--- src/char_lcd_parallel_write_assert.svh ---
// ----------------------------------------------------------------------------
// char_lcd_parallel_write_assert.svh
// assertion macros shared by the lcd write block
// ----------------------------------------------------------------------------
`ifndef CHAR_LCD_PARALLEL_WRITE_ASSERT_SVH
`define CHAR_LCD_PARALLEL_WRITE_ASSERT_SVH

// same-cycle implication
`define CLPW_ASSERT_IMP(lbl, ante, cons, msg) \
  lbl: assert property (@(posedge clk_i) disable iff (!rst_ni) (ante) |-> (cons)) \
    else $error(msg);

// next-cycle implication
`define CLPW_ASSERT_NXT(lbl, ante, cons, msg) \
  lbl: assert property (@(posedge clk_i) disable iff (!rst_ni) (ante) |=> (cons)) \
    else $error(msg);

`endif

--- src/clpw_pkg.sv ---
// ----------------------------------------------------------------------------
// clpw_pkg
// types, codes and helpers of the character lcd parallel write block
// ----------------------------------------------------------------------------
`timescale 1ns / 1ps

package clpw_pkg;

  localparam logic [1:0] CMD_INSTR  = 2'd0;
  localparam logic [1:0] CMD_DATA   = 2'd1;
  localparam logic [1:0] CMD_CURSOR = 2'd2;
  localparam logic [1:0] CMD_NONE   = 2'd3;

  localparam int unsigned CFG_INDEX_W = 2;
  localparam logic [CFG_INDEX_W-1:0] CFG_NIBBLE_MODE = 2'd0;
  localparam logic [CFG_INDEX_W-1:0] CFG_PHASE_HOLD  = 2'd1;

  localparam logic [15:0] HOLD_RESET  = 16'd72;
  localparam int unsigned ROW_COUNT_DEF   = 4;
  localparam int unsigned QUEUE_DEPTH_DEF = 2;

  localparam logic [7:0] CURSOR_SET = 8'h80;
  localparam logic [7:0] LO_MASK    = 8'h0F;
  localparam logic [7:0] HI_MASK    = 8'hF0;
  localparam logic [7:0] ADDR_MASK  = 8'h7F;

  localparam logic [2:0] LAST_PHASE_BYTE   = 3'd3;
  localparam logic [2:0] LAST_PHASE_NIBBLE = 3'd6;

  typedef struct packed {
    logic [1:0] command;
    logic [7:0] byte_value;
    logic [1:0] row;
    logic [5:0] column;
  } in_item_t;

  typedef struct packed {
    logic       reg_select;
    logic       read_write;
    logic       enable_pin;
    logic [7:0] data_bus;
    logic       last_phase;
  } out_item_t;

  typedef struct packed {
    logic       rs;
    logic [7:0] data;
  } xfer_t;

  typedef struct packed {
    logic        nibble_mode;
    logic [15:0] hold;
  } cfg_t;

  typedef struct packed {
    logic full;
    logic empty;
  } q_status_t;

  function automatic logic [7:0] row_offset(input logic [1:0] row);
    logic [7:0] off;
    case (row)
      2'd0:    off = 8'h00;
      2'd1:    off = 8'h40;
      2'd2:    off = 8'h10;
      default: off = 8'h50;
    endcase
    return off;
  endfunction

  function automatic out_item_t phase_beat(input logic nibble, input logic [2:0] phase,
                                           input logic rs, input logic [7:0] data,
                                           input logic [7:0] held);
    out_item_t  b;
    logic [7:0] hi;
    logic [7:0] lo;
    hi = (data & HI_MASK) >> 4;
    lo = data & LO_MASK;
    b.reg_select = rs;
    b.read_write = 1'b0;
    if (nibble) begin
      b.enable_pin = (phase == 3'd1) || (phase == 3'd2) || (phase == 3'd4) ||
                     (phase == 3'd5);
      if (phase < 3'd2) begin
        b.data_bus = held & LO_MASK;
      end else if (phase < 3'd5) begin
        b.data_bus = hi;
      end else begin
        b.data_bus = lo;
      end
      b.last_phase = (phase == LAST_PHASE_NIBBLE);
    end else begin
      b.enable_pin = (phase == 3'd1) || (phase == 3'd2);
      b.data_bus   = (phase < 3'd2) ? held : data;
      b.last_phase = (phase == LAST_PHASE_BYTE);
    end
    return b;
  endfunction

endpackage

--- src/clpw_front.sv ---
// ----------------------------------------------------------------------------
// clpw_front
// accepts items, drops unused codes, forms the bus byte and rs level
// ----------------------------------------------------------------------------
`timescale 1ns / 1ps

module clpw_front #(
  parameter int unsigned ROW_COUNT = clpw_pkg::ROW_COUNT_DEF
) (
  input  logic               clk_i,
  input  logic               rst_ni,
  input  logic               in_valid_i,
  output logic               in_ready_o,
  input  clpw_pkg::in_item_t in_item_i,
  output logic               push_o,
  output clpw_pkg::xfer_t    push_data_o,
  input  clpw_pkg::q_status_t q_status_i
);
  import clpw_pkg::*;

  localparam logic [2:0] RowCnt = 3'(ROW_COUNT);
  localparam logic [1:0] RowMax = 2'(ROW_COUNT - 1);

  logic       fe_valid_q, fe_valid_d;
  xfer_t      fe_q, fe_d;
  logic       accept;
  logic [1:0] row_sat;
  logic [7:0] addr;

  assign in_ready_o = !fe_valid_q || !q_status_i.full;
  assign accept     = in_valid_i && in_ready_o;

  always_comb begin
    row_sat = ({1'b0, in_item_i.row} >= RowCnt) ? RowMax : in_item_i.row;
    addr    = ((8'(in_item_i.column) + row_offset(row_sat)) & ADDR_MASK) | CURSOR_SET;
    fe_d    = fe_q;
    case (in_item_i.command)
      CMD_CURSOR: begin
        fe_d.rs   = 1'b0;
        fe_d.data = addr;
      end
      CMD_DATA: begin
        fe_d.rs   = 1'b1;
        fe_d.data = in_item_i.byte_value;
      end
      default: begin
        fe_d.rs   = 1'b0;
        fe_d.data = in_item_i.byte_value;
      end
    endcase
    fe_valid_d = fe_valid_q && q_status_i.full;
    if (accept && (in_item_i.command != CMD_NONE)) begin
      fe_valid_d = 1'b1;
    end
  end

  always_ff @(posedge clk_i or negedge rst_ni) begin
    if (!rst_ni) begin
      fe_valid_q <= 1'b0;
    end else begin
      fe_valid_q <= fe_valid_d;
    end
  end

  always_ff @(posedge clk_i) begin
    if (accept) begin
      fe_q <= fe_d;
    end
  end

  assign push_o      = fe_valid_q;
  assign push_data_o = fe_q;

endmodule

--- src/clpw_fifo.sv ---
// ----------------------------------------------------------------------------
// clpw_fifo
// short transfer queue between the front and the bus sequencer
// ----------------------------------------------------------------------------
`timescale 1ns / 1ps

module clpw_fifo #(
  parameter int unsigned DEPTH = clpw_pkg::QUEUE_DEPTH_DEF
) (
  input  logic                clk_i,
  input  logic                rst_ni,
  input  logic                push_i,
  input  clpw_pkg::xfer_t     push_data_i,
  input  logic                pop_i,
  output clpw_pkg::xfer_t     pop_data_o,
  output clpw_pkg::q_status_t status_o
);
  import clpw_pkg::*;

  localparam int unsigned PtrW = (DEPTH > 1) ? $clog2(DEPTH) : 1;
  localparam int unsigned CntW = $clog2(DEPTH + 1);
  localparam logic [PtrW-1:0] PtrLast = PtrW'(DEPTH - 1);
  localparam logic [CntW-1:0] CntFull = CntW'(DEPTH);

  xfer_t           mem [DEPTH];
  logic [PtrW-1:0] wr_ptr_q, rd_ptr_q;
  logic [CntW-1:0] cnt_q;
  logic            do_push, do_pop;

  assign status_o.full  = (cnt_q == CntFull);
  assign status_o.empty = (cnt_q == '0);
  assign do_push = push_i && !status_o.full;
  assign do_pop  = pop_i && !status_o.empty;
  assign pop_data_o = mem[rd_ptr_q];

  always_ff @(posedge clk_i or negedge rst_ni) begin
    if (!rst_ni) begin
      wr_ptr_q <= '0;
      rd_ptr_q <= '0;
      cnt_q    <= '0;
    end else begin
      if (do_push) begin
        wr_ptr_q <= (wr_ptr_q == PtrLast) ? '0 : wr_ptr_q + 1'b1;
      end
      if (do_pop) begin
        rd_ptr_q <= (rd_ptr_q == PtrLast) ? '0 : rd_ptr_q + 1'b1;
      end
      if (do_push && !do_pop) begin
        cnt_q <= cnt_q + 1'b1;
      end else if (do_pop && !do_push) begin
        cnt_q <= cnt_q - 1'b1;
      end
    end
  end

  always_ff @(posedge clk_i) begin
    if (do_push) begin
      mem[wr_ptr_q] <= push_data_i;
    end
  end

endmodule

--- src/clpw_back.sv ---
// ----------------------------------------------------------------------------
// clpw_back
// bus phase sequencer with hold timer and output register
// ----------------------------------------------------------------------------
`timescale 1ns / 1ps

module clpw_back (
  input  logic                clk_i,
  input  logic                rst_ni,
  input  clpw_pkg::cfg_t      cfg_i,
  input  clpw_pkg::xfer_t     q_data_i,
  input  clpw_pkg::q_status_t q_status_i,
  output logic                pop_o,
  output logic                out_valid_o,
  input  logic                out_ready_i,
  output clpw_pkg::out_item_t out_item_o
);
  import clpw_pkg::*;

  logic        busy_q, busy_d;
  logic [2:0]  phase_q, phase_d;
  logic [7:0]  held_q, held_d;
  logic [15:0] cnt_q, cnt_d;
  logic        out_valid_q, out_valid_d;
  xfer_t       cur_q;
  out_item_t   out_q;
  out_item_t   beat;
  logic        load, gen;
  logic [2:0]  last_idx;
  logic [15:0] hold_m1;

  assign last_idx = cfg_i.nibble_mode ? LAST_PHASE_NIBBLE : LAST_PHASE_BYTE;
  assign hold_m1  = (cfg_i.hold == '0) ? '0 : cfg_i.hold - 16'd1;
  assign load     = !busy_q && !q_status_i.empty && (cnt_q == '0);
  assign gen      = busy_q && (cnt_q == '0) && (!out_valid_q || out_ready_i);
  assign beat     = phase_beat(cfg_i.nibble_mode, phase_q, cur_q.rs, cur_q.data, held_q);
  assign pop_o    = load;

  always_comb begin
    busy_d      = busy_q;
    phase_d     = phase_q;
    held_d      = held_q;
    cnt_d       = (cnt_q != '0) ? cnt_q - 16'd1 : cnt_q;
    out_valid_d = out_valid_q && !out_ready_i;
    if (load) begin
      busy_d  = 1'b1;
      phase_d = '0;
    end
    if (gen) begin
      out_valid_d = 1'b1;
      cnt_d       = hold_m1;
      if (phase_q == last_idx) begin
        busy_d = 1'b0;
        held_d = cfg_i.nibble_mode ? (cur_q.data & LO_MASK) : cur_q.data;
      end else begin
        phase_d = phase_q + 3'd1;
      end
    end
  end

  always_ff @(posedge clk_i or negedge rst_ni) begin
    if (!rst_ni) begin
      busy_q      <= 1'b0;
      phase_q     <= '0;
      held_q      <= '0;
      cnt_q       <= '0;
      out_valid_q <= 1'b0;
    end else begin
      busy_q      <= busy_d;
      phase_q     <= phase_d;
      held_q      <= held_d;
      cnt_q       <= cnt_d;
      out_valid_q <= out_valid_d;
    end
  end

  always_ff @(posedge clk_i) begin
    if (load) begin
      cur_q <= q_data_i;
    end
    if (gen) begin
      out_q <= beat;
    end
  end

  assign out_valid_o = out_valid_q;
  assign out_item_o  = out_q;

endmodule

--- src/char_lcd_parallel_write.sv ---
// path: an accepted item passes the front register, the queue and the sequencer transfer
//   register before its first bus phase beat (of 4 in 8-bit mode, 7 in nibble mode) is registered
// pace: set by the phase hold timer in the sequencer; beats stall while out_ready_i is low
// the queue lets new items be taken while a transfer is still on the bus
// reset: asynchronous, active low; clears control state and held bus levels, config to defaults
// ----------------------------------------------------------------------------
// char_lcd_parallel_write
// write side of a character lcd parallel bus, one beat per bus phase
// ----------------------------------------------------------------------------
`timescale 1ns / 1ps

module char_lcd_parallel_write #(
  parameter int unsigned ROW_COUNT   = clpw_pkg::ROW_COUNT_DEF,
  parameter int unsigned QUEUE_DEPTH = clpw_pkg::QUEUE_DEPTH_DEF
) (
  input  logic                                 clk_i,
  input  logic                                 rst_ni,
  input  logic                                 in_valid_i,
  output logic                                 in_ready_o,
  input  clpw_pkg::in_item_t                   in_item_i,
  output logic                                 out_valid_o,
  input  logic                                 out_ready_i,
  output clpw_pkg::out_item_t                  out_item_o,
  input  logic                                 cfg_valid_i,
  output logic                                 cfg_ready_o,
  input  logic [clpw_pkg::CFG_INDEX_W-1:0]     cfg_index_i,
  input  logic [15:0]                          cfg_data_i
);
  import clpw_pkg::*;

  cfg_t      cfg_q;
  logic      push;
  xfer_t     push_data;
  xfer_t     q_data;
  logic      pop;
  q_status_t q_status;

  assign cfg_ready_o = 1'b1;

  always_ff @(posedge clk_i or negedge rst_ni) begin
    if (!rst_ni) begin
      cfg_q.nibble_mode <= 1'b0;
      cfg_q.hold        <= HOLD_RESET;
    end else if (cfg_valid_i && cfg_ready_o) begin
      case (cfg_index_i)
        CFG_NIBBLE_MODE: cfg_q.nibble_mode <= cfg_data_i[0];
        CFG_PHASE_HOLD:  cfg_q.hold        <= cfg_data_i;
        default: ;
      endcase
    end
  end

  clpw_front #(
    .ROW_COUNT(ROW_COUNT)
  ) u_front (
    .clk_i       (clk_i),
    .rst_ni      (rst_ni),
    .in_valid_i  (in_valid_i),
    .in_ready_o  (in_ready_o),
    .in_item_i   (in_item_i),
    .push_o      (push),
    .push_data_o (push_data),
    .q_status_i  (q_status)
  );

  clpw_fifo #(
    .DEPTH(QUEUE_DEPTH)
  ) u_fifo (
    .clk_i       (clk_i),
    .rst_ni      (rst_ni),
    .push_i      (push),
    .push_data_i (push_data),
    .pop_i       (pop),
    .pop_data_o  (q_data),
    .status_o    (q_status)
  );

  clpw_back u_back (
    .clk_i       (clk_i),
    .rst_ni      (rst_ni),
    .cfg_i       (cfg_q),
    .q_data_i    (q_data),
    .q_status_i  (q_status),
    .pop_o       (pop),
    .out_valid_o (out_valid_o),
    .out_ready_i (out_ready_i),
    .out_item_o  (out_item_o)
  );

`include "char_lcd_parallel_write_assert.svh"

  `CLPW_ASSERT_IMP(a_q_full_empty, 1'b1, !(q_status.full && q_status.empty), "queue full and empty")
  `CLPW_ASSERT_IMP(a_last_e_low, out_valid_o && out_item_o.last_phase, !out_item_o.enable_pin, "e high on last phase")
  `CLPW_ASSERT_IMP(a_rw_low, out_valid_o, !out_item_o.read_write, "rw driven high")
  `CLPW_ASSERT_NXT(a_pop_fills, pop, !q_status.full, "queue still full after pop")

endmodule
--- config.mk ---
export PLATFORM = sky130hd
export DESIGN_NAME = char_lcd_parallel_write
export DESIGN_NICKNAME = d
export VERILOG_FILES = /design/src/clpw_pkg.sv /design/src/clpw_front.sv /design/src/clpw_fifo.sv /design/src/clpw_back.sv /design/src/char_lcd_parallel_write.sv
export VERILOG_INCLUDE_DIRS = /design/src /design/src/src
export SDC_FILE = /design/constraint.sdc
export NUM_CORES = 1
export LEC_CHECK = 0
export BUFFER_PORTS_ARGS = -buffer_cell sky130_fd_sc_hd__buf_2
export CAP_MARGIN = 25
export CORE_UTILIZATION = 40
export DETAILED_ROUTE_END_ITERATION = 10
export PLACE_DENSITY = 0.6
export SLEW_MARGIN = 20
export SYNTH_ARGS = -nofsm -noshare
export SYNTH_HDL_FRONTEND = slang
export SYNTH_SLANG_ARGS = --single-unit
--- constraint.sdc ---
create_clock -name clk_i -period 2.31 [get_ports clk_i]
set_input_delay 0.1155 -clock clk_i [delete_from_list [all_inputs] [get_ports clk_i]]
set_output_delay 0.1155 -clock clk_i [all_outputs]
set_load 0.01 [all_outputs]
# [Word level (Yosys, flattened, before mapping)]
# Memories as Yosys holds them, arrays and structs flattened. A register that Yosys moved wholly into a read port is not among the register bits.
# Index checks and enable logic that the tools add are counted.
[totals] register_bits=71 ramBits=18 in_bits=41 output_inout_bits=15 elab_cells=103 memories=1
[memory_table] memory="u_fifo.mem" depth=2 width=9 read_ports=1 rd_clocked_by_memory_dff=1 write_ports=1 line="clpw_fifo.sv:25" rtl="xfer_t mem [DEPTH];"
[classes] add_sub_neg=8 order_cmp=2 eq_ne=14 mux=25 reduce_logical=36
[op_table] operator="$mux W16" n=3
[op_table] operator="$logic_not A16 Y1" n=2
[op_table] operator="$sub A16 B1 Y16 const B" n=2
[op_table] operator="$pmux W7 S3" n=1
[op_table] operator="$pmux W9 S2" n=1
[op_table] operator="$mux W8" n=2
[op_table] operator="$reduce_bool A16 Y1" n=1
[op_table] operator="$logic_and A1 B1 Y1" n=12
[op_table] operator="$mux W3" n=4
[op_table] operator="$mux W10" n=1
[op_table] operator="$eq A3 B3 Y1 const B" n=3
[op_table] operator="$mux W1" n=9
[op_table] operator="$logic_not A1 Y1" n=8
[op_table] operator="$mux W4" n=2
[op_table] operator="$add A6 B7 Y7" n=1
[op_table] operator="$eq A2 B1 Y1 const B" n=3
[op_table] operator="$eq A2 B2 Y1 const B" n=3
[op_table] operator="$eq A3 B2 Y1 const B" n=2
[op_table] operator="$logic_not A2 Y1" n=3
[op_table] operator="$reduce_and A2 Y1" n=3
[op_table] operator="$logic_or A1 B1 Y1" n=5
[op_table] operator="$mux W2" n=2
[op_table] operator="$reduce_bool A2 Y1" n=2
[op_table] operator="$add A3 B1 Y3 const B" n=1
[op_table] operator="other kinds (8)" n=9

# [Logic depth before layout (Yosys ltp)]
# Gate-level depths: netlist (run 1).
[logic_depth] word_depth=8 mapped_depth=10

# [Hierarchy]
# Synthesis (run 1) repeated with hierarchy kept, for this count alone.
[unflattened] cells_unflattened=387 hier_area_um2=4743.3
[modules_own_cells] module="clpw_back" instances=1 cells_per_inst=265 area_per_inst_um2=2685.1 seq_area_each_um2=1326.3
[modules_own_cells] module="clpw_fifo" instances=1 cells_per_inst=47 area_per_inst_um2=845.8 seq_area_each_um2=640.6
[modules_own_cells] module="char_lcd_parallel_write" instances=1 cells_per_inst=39 area_per_inst_um2=706.9 seq_area_each_um2=427.9
[modules_own_cells] module="clpw_front" instances=1 cells_per_inst=36 area_per_inst_um2=505.5 seq_area_each_um2=295.3

# [Worst setup path after synthesis (run 1)]
# OpenSTA, ideal clock, no wires.
[synth_path] path_kind="flip-flop to flip-flop" startpoint="register u_back.cnt_q[0]" endpoint="register u_fifo.cnt_q[1]" arrival_time_ps=2210 path_slack_ps=21 path_stages_with_launch=11 path_buffers=1 path_cell_list="dfrtp_1 -> inv_1 -> ha_1 -> nor4b_1 -> nand4_2 -> or3_1 -> clkbuf_1 -> ha_1 -> xor2_1 -> nor2_1 -> xor2_1"
[synth_between] elab_chain_len=6 word_cells_on_any_way=8 classes_between="1 x mux; 7 x reduce/logical"
[synth_rtl] item="start: declaration" line="clpw_back.sv:23" rtl="logic [15:0] cnt_q, cnt_d;"
[synth_rtl] item="start signal: assignment" line="clpw_back.sv:72" rtl="cnt_q <= cnt_d;"
[synth_rtl] item="$logic_not A16 Y1 *" line="clpw_back.sv:34" rtl="assign load = !busy_q && !q_status_i.empty && (cnt_q == '0);"
[synth_rtl] item="$logic_and A1 B1 Y1 *" line="clpw_back.sv:34"
[synth_rtl] item="$logic_and A1 B1 Y1 *" line="clpw_fifo.sv:33" rtl="assign do_pop = pop_i && !status_o.empty;"
[synth_rtl] item="$logic_not A1 Y1" line="clpw_fifo.sv:48" rtl="if (do_push && !do_pop) begin"
[synth_rtl] item="$logic_and A1 B1 Y1" line="clpw_fifo.sv:48"
[synth_rtl] item="$mux W2 / $reduce_bool A2 Y1 (equally long branches)"
[synth_rtl] item="end signal: assignment" line="clpw_fifo.sv:49" rtl="cnt_q <= cnt_q + 1'b1;"
[synth_rtl] item="end signal: assignment" line="clpw_fifo.sv:51" rtl="cnt_q <= cnt_q - 1'b1;"
[synth_rtl] item="end: declaration" line="clpw_fifo.sv:27" rtl="logic [CntW-1:0] cnt_q;"
# Every way passes the cells marked *; elsewhere a longest branch is shown, timed or not.
# A chain may end at the register's enable or synchronous reset.

# [Worst setup path in the final report (run 1)]
# Ends and elaborated chain as after synthesis.

==> results of run 1 <==
## final cells by class
class                   instances  area, um^2  area share
repair buffers                 83         515      0.0910
clock buffers                   9         225      0.0398
flip-flops and latches         98        2690       0.475
well taps                     143         179      0.0316
inverters                      14        52.6     0.00928
multi-input cells             256        1920       0.340
clock inverters                 7        78.8      0.0139
## synthesized netlist by cell type, types with 2 or more instances
library cell / instances
dfrtp_1: 49
edfxtp_1: 47
mux2_2: 30
nand2_1: 27
o21ai_0: 22
xor2_1: 20
nor2_1: 16
a21oi_1: 15
ha_1: 14
inv_1: 14
clkbuf_1: 13
nand4_1: 10
xnor2_1: 10
nand2b_1: 9
nand3_1: 9
nor3_1: 9
a22o_1: 7
o21ai_1: 6
mux2i_1: 4
nor4_4: 4
or3_1: 4
and2_1: 3
buf_4: 3
nand3b_1: 3
nor2b_1: 3
nor3b_1: 3
a221oi_1: 2
conb_1: 2
dfstp_2: 2
nor4_1: 2
nor4_2: 2
## sequential cells by signal (all words and copies together) (netlist names)
| name | flops |
|---|---|
| u_back.out_item_o | 11 |
| u_back.cur_q | 8 |
| u_fifo.cnt_q | 2 |
| u_back.held_q | 8 |
| u_front.push_o | 1 |
| cfg_q | 17 |
| u_fifo.wr_ptr_q | 1 |
| u_fifo.rd_ptr_q | 1 |
| u_front.push_data_o | 9 |
| u_fifo.mem | 18 |
| u_back.cnt_q | 16 |
| u_back.beat | 1 |
| u_back.busy_q | 1 |
| u_back.out_valid_o | 1 |
| u_back.phase_q | 3 |
## cell usage in the layout, fill, tap and decap left out, drive strengths merged, types with 10 or more instances in the layout
| master | count |
|---|---|
| mux2 | 31 |
| nand3 | 11 |
| o21ai | 28 |
| nand2 | 27 |
| edfxtp | 47 |
| nor2 | 16 |
| dlygate4sd3 | 10 |
| dfrtp | 49 |
| xnor2 | 10 |
| a21oi | 15 |
| nand4 | 11 |
| xor2 | 20 |
| buf | 73 |
| inv | 19 |
| ha | 14 |
## logic make-up (layout without fill, tap and decap cells)
| kind of cell | count (synthesis) | count (layout) | synth area share |
|---|---|---|---|
| adders and majority gates | 14 | 14 | 0.0369 |
| and+or+nand+nor | 115 | 115 | 0.149 |
| AOI/OAI and AO/OA | 60 | 60 | 0.0773 |
| other | 2 | 2 | 0.00158 |
| DFF | 98 | 98 | 0.567 |
| muxes | 35 | 35 | 0.0828 |
| xor gates and xnor gates | 30 | 30 | 0.0554 |
| buffers and inverters | 32 | 113 | 0.0295 |
## what timing repair did
item,4_1_cts,5_1_grt
hold buffers,10,0
endpoints found under the hold margin,28,0
resized for setup,0,2
setup endpoints to repair,0,1
## per-stage QoR
| step | instances | hold WS, ps | utilization | total power, mW |
|---|---|---|---|---|
| floorplan | 386 | -180 | - | 2.58 |
| global placement | 584 | 102 | 0.458 | 2.76 |
| detailed placement | 584 | 110 | 0.458 | 2.79 |
| CTS | 610 | 3.78 | 0.493 | 4.31 |
| global route | 610 | 8.99 | 0.494 | 4.47 |
| finish | 610 | 8.81 | 0.494 | 4.27 |
## power by group through the flow
stage | registers (mW) | clock network (mW) | logic [mW]
after floorplan | 2.21 | 0 | 0.368
after global placement | 2.25 | 0 | 0.515
after detailed placement | 2.26 | 0 | 0.529
after CTS | 2.23 | 1.54 | 0.546
after global routing | 2.25 | 1.61 | 0.607
final | 2.23 | 1.50 | 0.538
## metal layers
layer	part of all wire	vias up	wire length (um)
li1	-	1542	-
met1	0.49	1509	4420
met2	0.45	80	4050
met3	0.035	11	312
met4	0.019	0	168
met5	0	-	0
## final timing paths
path / slack [ps] / cells after the start / end
max in group asynchronous: 1400 / 3 / u_back.held_q[7]
worst max register to register: 180 / 9 / u_fifo.cnt_q[1]
min in group asynchronous: 270 / 2 / cfg_q[8]
worst min register to register: 450 / 0 / u_fifo.mem[1][5]
worst max-delay path: 180 / 9 / u_fifo.cnt_q[1]
worst min-delay path: 9 / 2 / cfg_q[11]
## worst max-delay path: stages (launching register included)
cell	delay (ps)
dfrtp_1	380
inv_1	80
ha_1	150
nor4b_2	220
nand4_2	140
or3_4	420
ha_1	230
xor2_1	140
nor2_1	120
xor2_1	170
==> results by group, run 1 <==
Pwr
  – Sequential share of power: 0.522
  – Switch Pwr: 1.15 mW
  – Internal power: 3.11 mW
  – Power share of the clock group: 0.352
  – Combinational power share: 0.126
  – Leak Pwr: 2.32 nW
  – Switching power share of the total: 0.270
  – Pwr Density: 753 nW/um^2
  – Worst vdd ir: 0.357 mV

Clocking
  – TritonCTS Buffers: 9
  – # clock sinks: 98
  – Htree depth: 3
  – Worst-case clock buffer depth: 2
  – Clock latency at the later pin of the worst-skew pair: 350 ps
  – Clock slew at reported path FFs: 80 ps
  – # Post-CTS Setup Buffers: 0
  – CTS tree: built
  – Root Buffer: clkbuf_16

Global routing
  – GR Util met2: 0.245
  – Gr ovfl total: 0
  – Total GRT Usage: 0.158
  – Largest net degree at the start of global routing: 22
  – Vias in the first global route: 3143
  – First-pass GRT wire length: 15.4 mm
  – Initial antenna violation count: 0
  – Gr busiest metal: met2
  – Met3 Use GR: 0.0241
  – Met1 Use GR: 0.218

Status
  – Status: completed

STA
  – Final cycle utilization of the critical path: 0.922
  – Final Hold Fails: 0
  – Final setup viols: 0
  – Worst rel slew slack: 0.499
  – Setup TNS: 0 ps
  – Post-layout min period: 2130 ps
  – Fmax: 470 MHz
  – Max Slew Vio Count: 0
  – Unrepaired setup endpoints after global routing: false
  – PnR worst setup slack: 180 ps
  – Slew @ Worst Pin: 749 ps
  – Clock Skews: 8.71 ps

Die
  – Die Y: 111 um
  – Row count: 39
  – Core area: 11500 um^2
  – IO Count: 56
  – Starting density of the core: 0.414
  – Full die area: 12300 um^2
  – Die W: 111 um

Route
  – Drt total wl: 8.95 mm
  – Wire per inst: 14.7 um
  – Final ANT Viol Nets: 0
  – 1st-iter DRT viols: 186
  – Vias post-DR: 3142
  – First drt pass iteration count: 4
  – Vias/cell: 5.15
  – DRC: 0

Worst setup path
  – CP Capture Type: register
  – Type of origin of the critical path: register
  – Crit path DAT: 2400 ps
  – CP startpoint: u_back.cnt_q[0]
  – Worst EP required: 2580 ps
  – Critical path fanouts, max: 4
  – Worst reg2reg path startpoint: u_back.cnt_q[0]
  – Crit Path Category: reg -> reg

Placement
  – Area post-placement: 5250 um^2
  – Port-buffer cells: 53
  – Final Wtd Congestion: 0.822
  – Final HPWL from detailed placement: 6.58 mm
  – Dpl ws: 23.6 ps

Layout
  – Final nets: 517
  – Post-route cell area: 5670 um^2
  – Layout cells sized above 1: 0.293
  – Syn-to-layout area delta: 19.4%
  – Ant diodes: 0
  – Fill cells: 983

Logic synthesis
  – Yosys cell types: 53
  – Async set-reset flop share out of synthesis: 0.520
  – Biggest area consumer among synthesized cells: edfxtp_1
  – Post-synthesis sequential area ratio: 0.567
  – Mapped Cells: 386
  – Syn nets: 441
  – FF+latch count, synth: 98
  – Synthesis Warnings: 0
  – Synthesized area: 4740 um^2
  – Main flop type after synthesis: dfrtp_1
  – Synth top area share: 0.298
  – Ranking of synthesized cells by area: edfxtp_1 (30%), dfrtp_1 (26%), mux2_2 (7.1%)
  – Mean Syn Cell Area: 12.3 um^2
  – Number of synthesized flops with an enable pin: 47

Hold path
  – Hold_sp: cfg_data_i[11]
  – Worst hold path type: in -> reg

Job
  – Max_cap viols: 0
Note: power is estimated with default switching activity, not from simulation.
==> run 2: changes to the inputs <==
--- a/config.mk
+++ b/config.mk
@@ -8,9 +8,9 @@
 export LEC_CHECK = 0
 export BUFFER_PORTS_ARGS = -buffer_cell sky130_fd_sc_hd__buf_2
 export CAP_MARGIN = 25
-export CORE_UTILIZATION = 40
+export CORE_UTILIZATION = 60
 export DETAILED_ROUTE_END_ITERATION = 10
-export PLACE_DENSITY = 0.6
+export PLACE_DENSITY = 0.81
 export SLEW_MARGIN = 20
 export SYNTH_ARGS = -nofsm -noshare
 export SYNTH_HDL_FRONTEND = slang
==> constraint.sdc (replaced) <==
create_clock -name clk_i -period 2.6 [get_ports clk_i]
set_input_delay 0.13 -clock clk_i [delete_from_list [all_inputs] [get_ports clk_i]]
set_output_delay 0.13 -clock clk_i [all_outputs]
set_load 0.01 [all_outputs]
==> run 2 against run 1 <==
  * Worst setup slack improved by 6.8 ps
  * Worst hold slack improved by 29 ps
  * First-iteration DRC count rose by 28%
  * Clock-buffer cell count did not move
  * Clock power fell by 38%
  * Critical path depth did not move
  * Core utilization rose by 22 points
  * Total power fell by 21%
  * Sequential share of layout area rose by 1.6 points
  * Clock skew barely moved
  * Global-route usage rose by 7.7 points
  * Register-to-register slack barely moved
  * Critical endpoint unchanged
==> results by group, run 2 (synthesis results as in run 1) <==
Status
  – Status: completed

Hold path
  – Hold_sp: in_item_i[15]
  – Min-Delay Endpoint: u_front.push_data_o[7]
  – Worst hold path type: in -> reg
  – Hold Path Depth: 2 (unchanged)

Placement
  – Final Wtd Congestion: 0.856 (+4.0%)
  – Port-buffer cells: 53 (unchanged)
  – Placed Cells incl. Taps: 532 (-8.9%)
  – Final HPWL from detailed placement: 6.24 mm (-5.0%)

Global routing
  – Initial antenna violation count: 0 (unchanged)
  – Total GRT Usage: 0.235 (+0.0769)
  – Gr ovfl total: 0 (unchanged)
  – Largest net degree at the start of global routing: 33 (+50%)
  – First-pass GRT wire length: 15.1 mm (-2.5%)
  – Vias in the first global route: 3136 (-0.22%)

Worst setup path
  – Crit path DAT: 2710 ps (+310 ps)
  – FF-to-FF path depth: 9 (unchanged)
  – Crit Path Category: reg -> reg
  – Worst EP required: 2890 ps (+310 ps)
  – Type of origin of the critical path: register
  – Reg2Reg Setup Slack: 190 ps (about the same)
  – Worst reg2reg path startpoint: u_back.cnt_q[0]
  – Critical path fanouts, max: 6 (+2)
  – CP Capture Type: register
  – Worst flop-to-flop path endpoint: u_fifo.cnt_q[1]
  – CP startpoint: u_back.cnt_q[0]

Clocking
  – TritonCTS Buffers: 9 (unchanged)
  – Clock latency at the later pin of the worst-skew pair: 370 ps (+20 ps)
  – Root Buffer: clkbuf_8
  – Htree depth: 3 (unchanged)
  – # clock sinks: 98 (unchanged)
  – Worst-case clock buffer depth: 2 (unchanged)
  – CTS tree: built
  – Clock slew at reported path FFs: 100 ps (+20 ps)

Layout
  – Most flop-heavy register: u_fifo.mem
  – Ant diodes: 0 (unchanged)
  – Final nets: 513 (-0.77%)
  – Fill cells: 532 (-46%)
  – Most frequent cells in the layout: buf_2 (53), dfrtp_1 (49), edfxtp_1 (47), mux2_2 (30), nand2_1 (27)
  – Fin cells: 565 (-7.4%)
  – Largest register FFs: 18 (unchanged)
  – Layout cells sized above 1: 0.266 (-0.0277)
  – Final core occ: 0.713 (+0.219)
  – Syn-to-layout area delta: 15.6%
  – Commonest non-fill, non-tap cell in the layout: buf_2
  – Top flop regs: u_fifo.mem: 18 flops, cfg_q: 17 flops, u_back.cnt_q: 16 flops

Pwr
  – Leak Pwr: 2.24 nW (-3.6%)
  – Internal power: 2.44 mW (-22%)
  – Combinational power share: 0.142 (+0.016)
  – Final Power: 3.39 mW (-21%)
  – Power share of the clock group: 0.273 (-0.079)
  – Switching power share of the total: 0.280 (+0.00968)
  – Pwr Density: 619 nW/um^2 (-18%)
  – Worst vdd ir: 0.460 mV (+29%)
  – Sequential share of power: 0.585 (+0.063)
  – Switch Pwr: 0.950 mW (-18%)

Route
  – Wire per inst: 15.9 um (+8.6%)
  – 1st-iter DRT viols: 238 (+28%)
  – Vias/cell: 5.65 (+9.6%)
  – Final ANT Viol Nets: 0 (unchanged)
  – DRC: 0 (unchanged)
  – First drt pass iteration count: 5 (+1)
  – Vias post-DR: 3191 (+1.6%)
  – Drt total wl: 9.00 mm (+0.63%)

STA
  – Max Slew Vio Count: 0 (unchanged)
  – Worst rel slew slack: 0.418 (-0.0809)
  – Slew @ Worst Pin: 870 ps (+121 ps)
  – Unrepaired setup endpoints after global routing: false
  – Final Hold Fails: 0 (unchanged)
  – Fmax: 414 MHz (-12%)
  – Setup TNS: 0 ps (unchanged)
  – Final cycle utilization of the critical path: 0.928 (+0.00607)
  – Final setup viols: 0 (unchanged)
  – Post-layout min period: 2410 ps (+283 ps)
  – Clock Skews: 8.44 ps (-0.277 ps)

Die
  – Die W: 90.9 um (-18%)
  – Die Y: 90.9 um (-18%)
  – Starting density of the core: 0.617 (+0.203)
  – Full die area: 8260 um^2 (-33%)
  – IO Count: 56 (unchanged)
  – Row count: 32 (-18%)
  – Core area: 7690 um^2 (-33%)

Job
  – Max_cap viols: 0 (unchanged)
==> run 2: changes by cell type in the layout (fill, tap and decap cells not counted), moves of 2 or more <==
cell	delta
clkbuf_16	-9
inv_8	-2
clkbuf_8	+9
buf_4	-12
dlygate4sd3_1	+7
==> run 2: critical path: stages, from the launching register on <==
cell     delay [ps]
dfrtp_1         460
inv_1           120
ha_1            160
nor4b_1         300
nand4_2         140
or3_1           500
ha_1            260
xor2_1          140
nor2_1          120
xor2_1          150
==> run 2: timing repair <==
action                                 CTS  global route
hold buffers                            17             0
gates resized for setup                  0             0
endpoints found under the hold margin   35             0
setup buffers                            0             0
==> run 2: layer usage <==
| layer | share of wire | global-route usage | wire (um) | up-vias |
|---|---|---|---|---|
| li1 | - | - | - | 1530 |
| met1 | 0.45 | 0.319 | 4070 | 1536 |
| met2 | 0.48 | 0.386 | 4310 | 112 |
| met3 | 0.054 | 0.0345 | 484 | 13 |
| met4 | 0.015 | 0.0847 | 133 | 0 |
| met5 | 0 | 0 | 0 | - |
==> run 2: worst max-delay path by stage <==
stage                            to  slack, ps  cells past startpoint
global route        u_fifo.cnt_q[1]         20                      9
global placement    u_fifo.cnt_q[1]        310                      9
detailed placement  u_fifo.cnt_q[1]        230                      9
CTS                 u_fifo.cnt_q[1]        190                      9
floorplan           u_fifo.cnt_q[1]        310                     10
finish              u_fifo.cnt_q[1]        190                      9
==> run 2: power by group through the flow <==
stage / logic [mW] / clock network, mW / registers, mW
6_report: 0.482 / 0.927 / 1.98
5_1_grt: 0.530 / 1.01 / 2.00
4_1_cts: 0.481 / 0.939 / 1.98
3_5_place_dp: 0.457 / 0 / 2.01
3_3_place_gp: 0.434 / 0 / 1.99
2_1_floorplan: 0.327 / 0 / 1.96
==> run 2: area by class of cell <==
type,instances,area [um^2],share of cell area
Tap cell,102,128,0.0233
Sequential cell,98,2690,0.491
Clock inverter,7,60.1,0.0110
Timing Repair Buffer,79,515,0.0940
Multi-Input combinational cell,256,1910,0.349
Clock buffer,9,124,0.0226
Inverter,14,52.6,0.00958
==> run 2: stage by stage <==
step	hold slack (ps)	cell area, um^2	setup WS [ps]
floorplan	-166	4740	311
global placement	362	5110	305
detailed placement	117	5130	234
CTS	30.3	5480	188
global route	26.3	5480	17.4
finish	38.3	5480	187
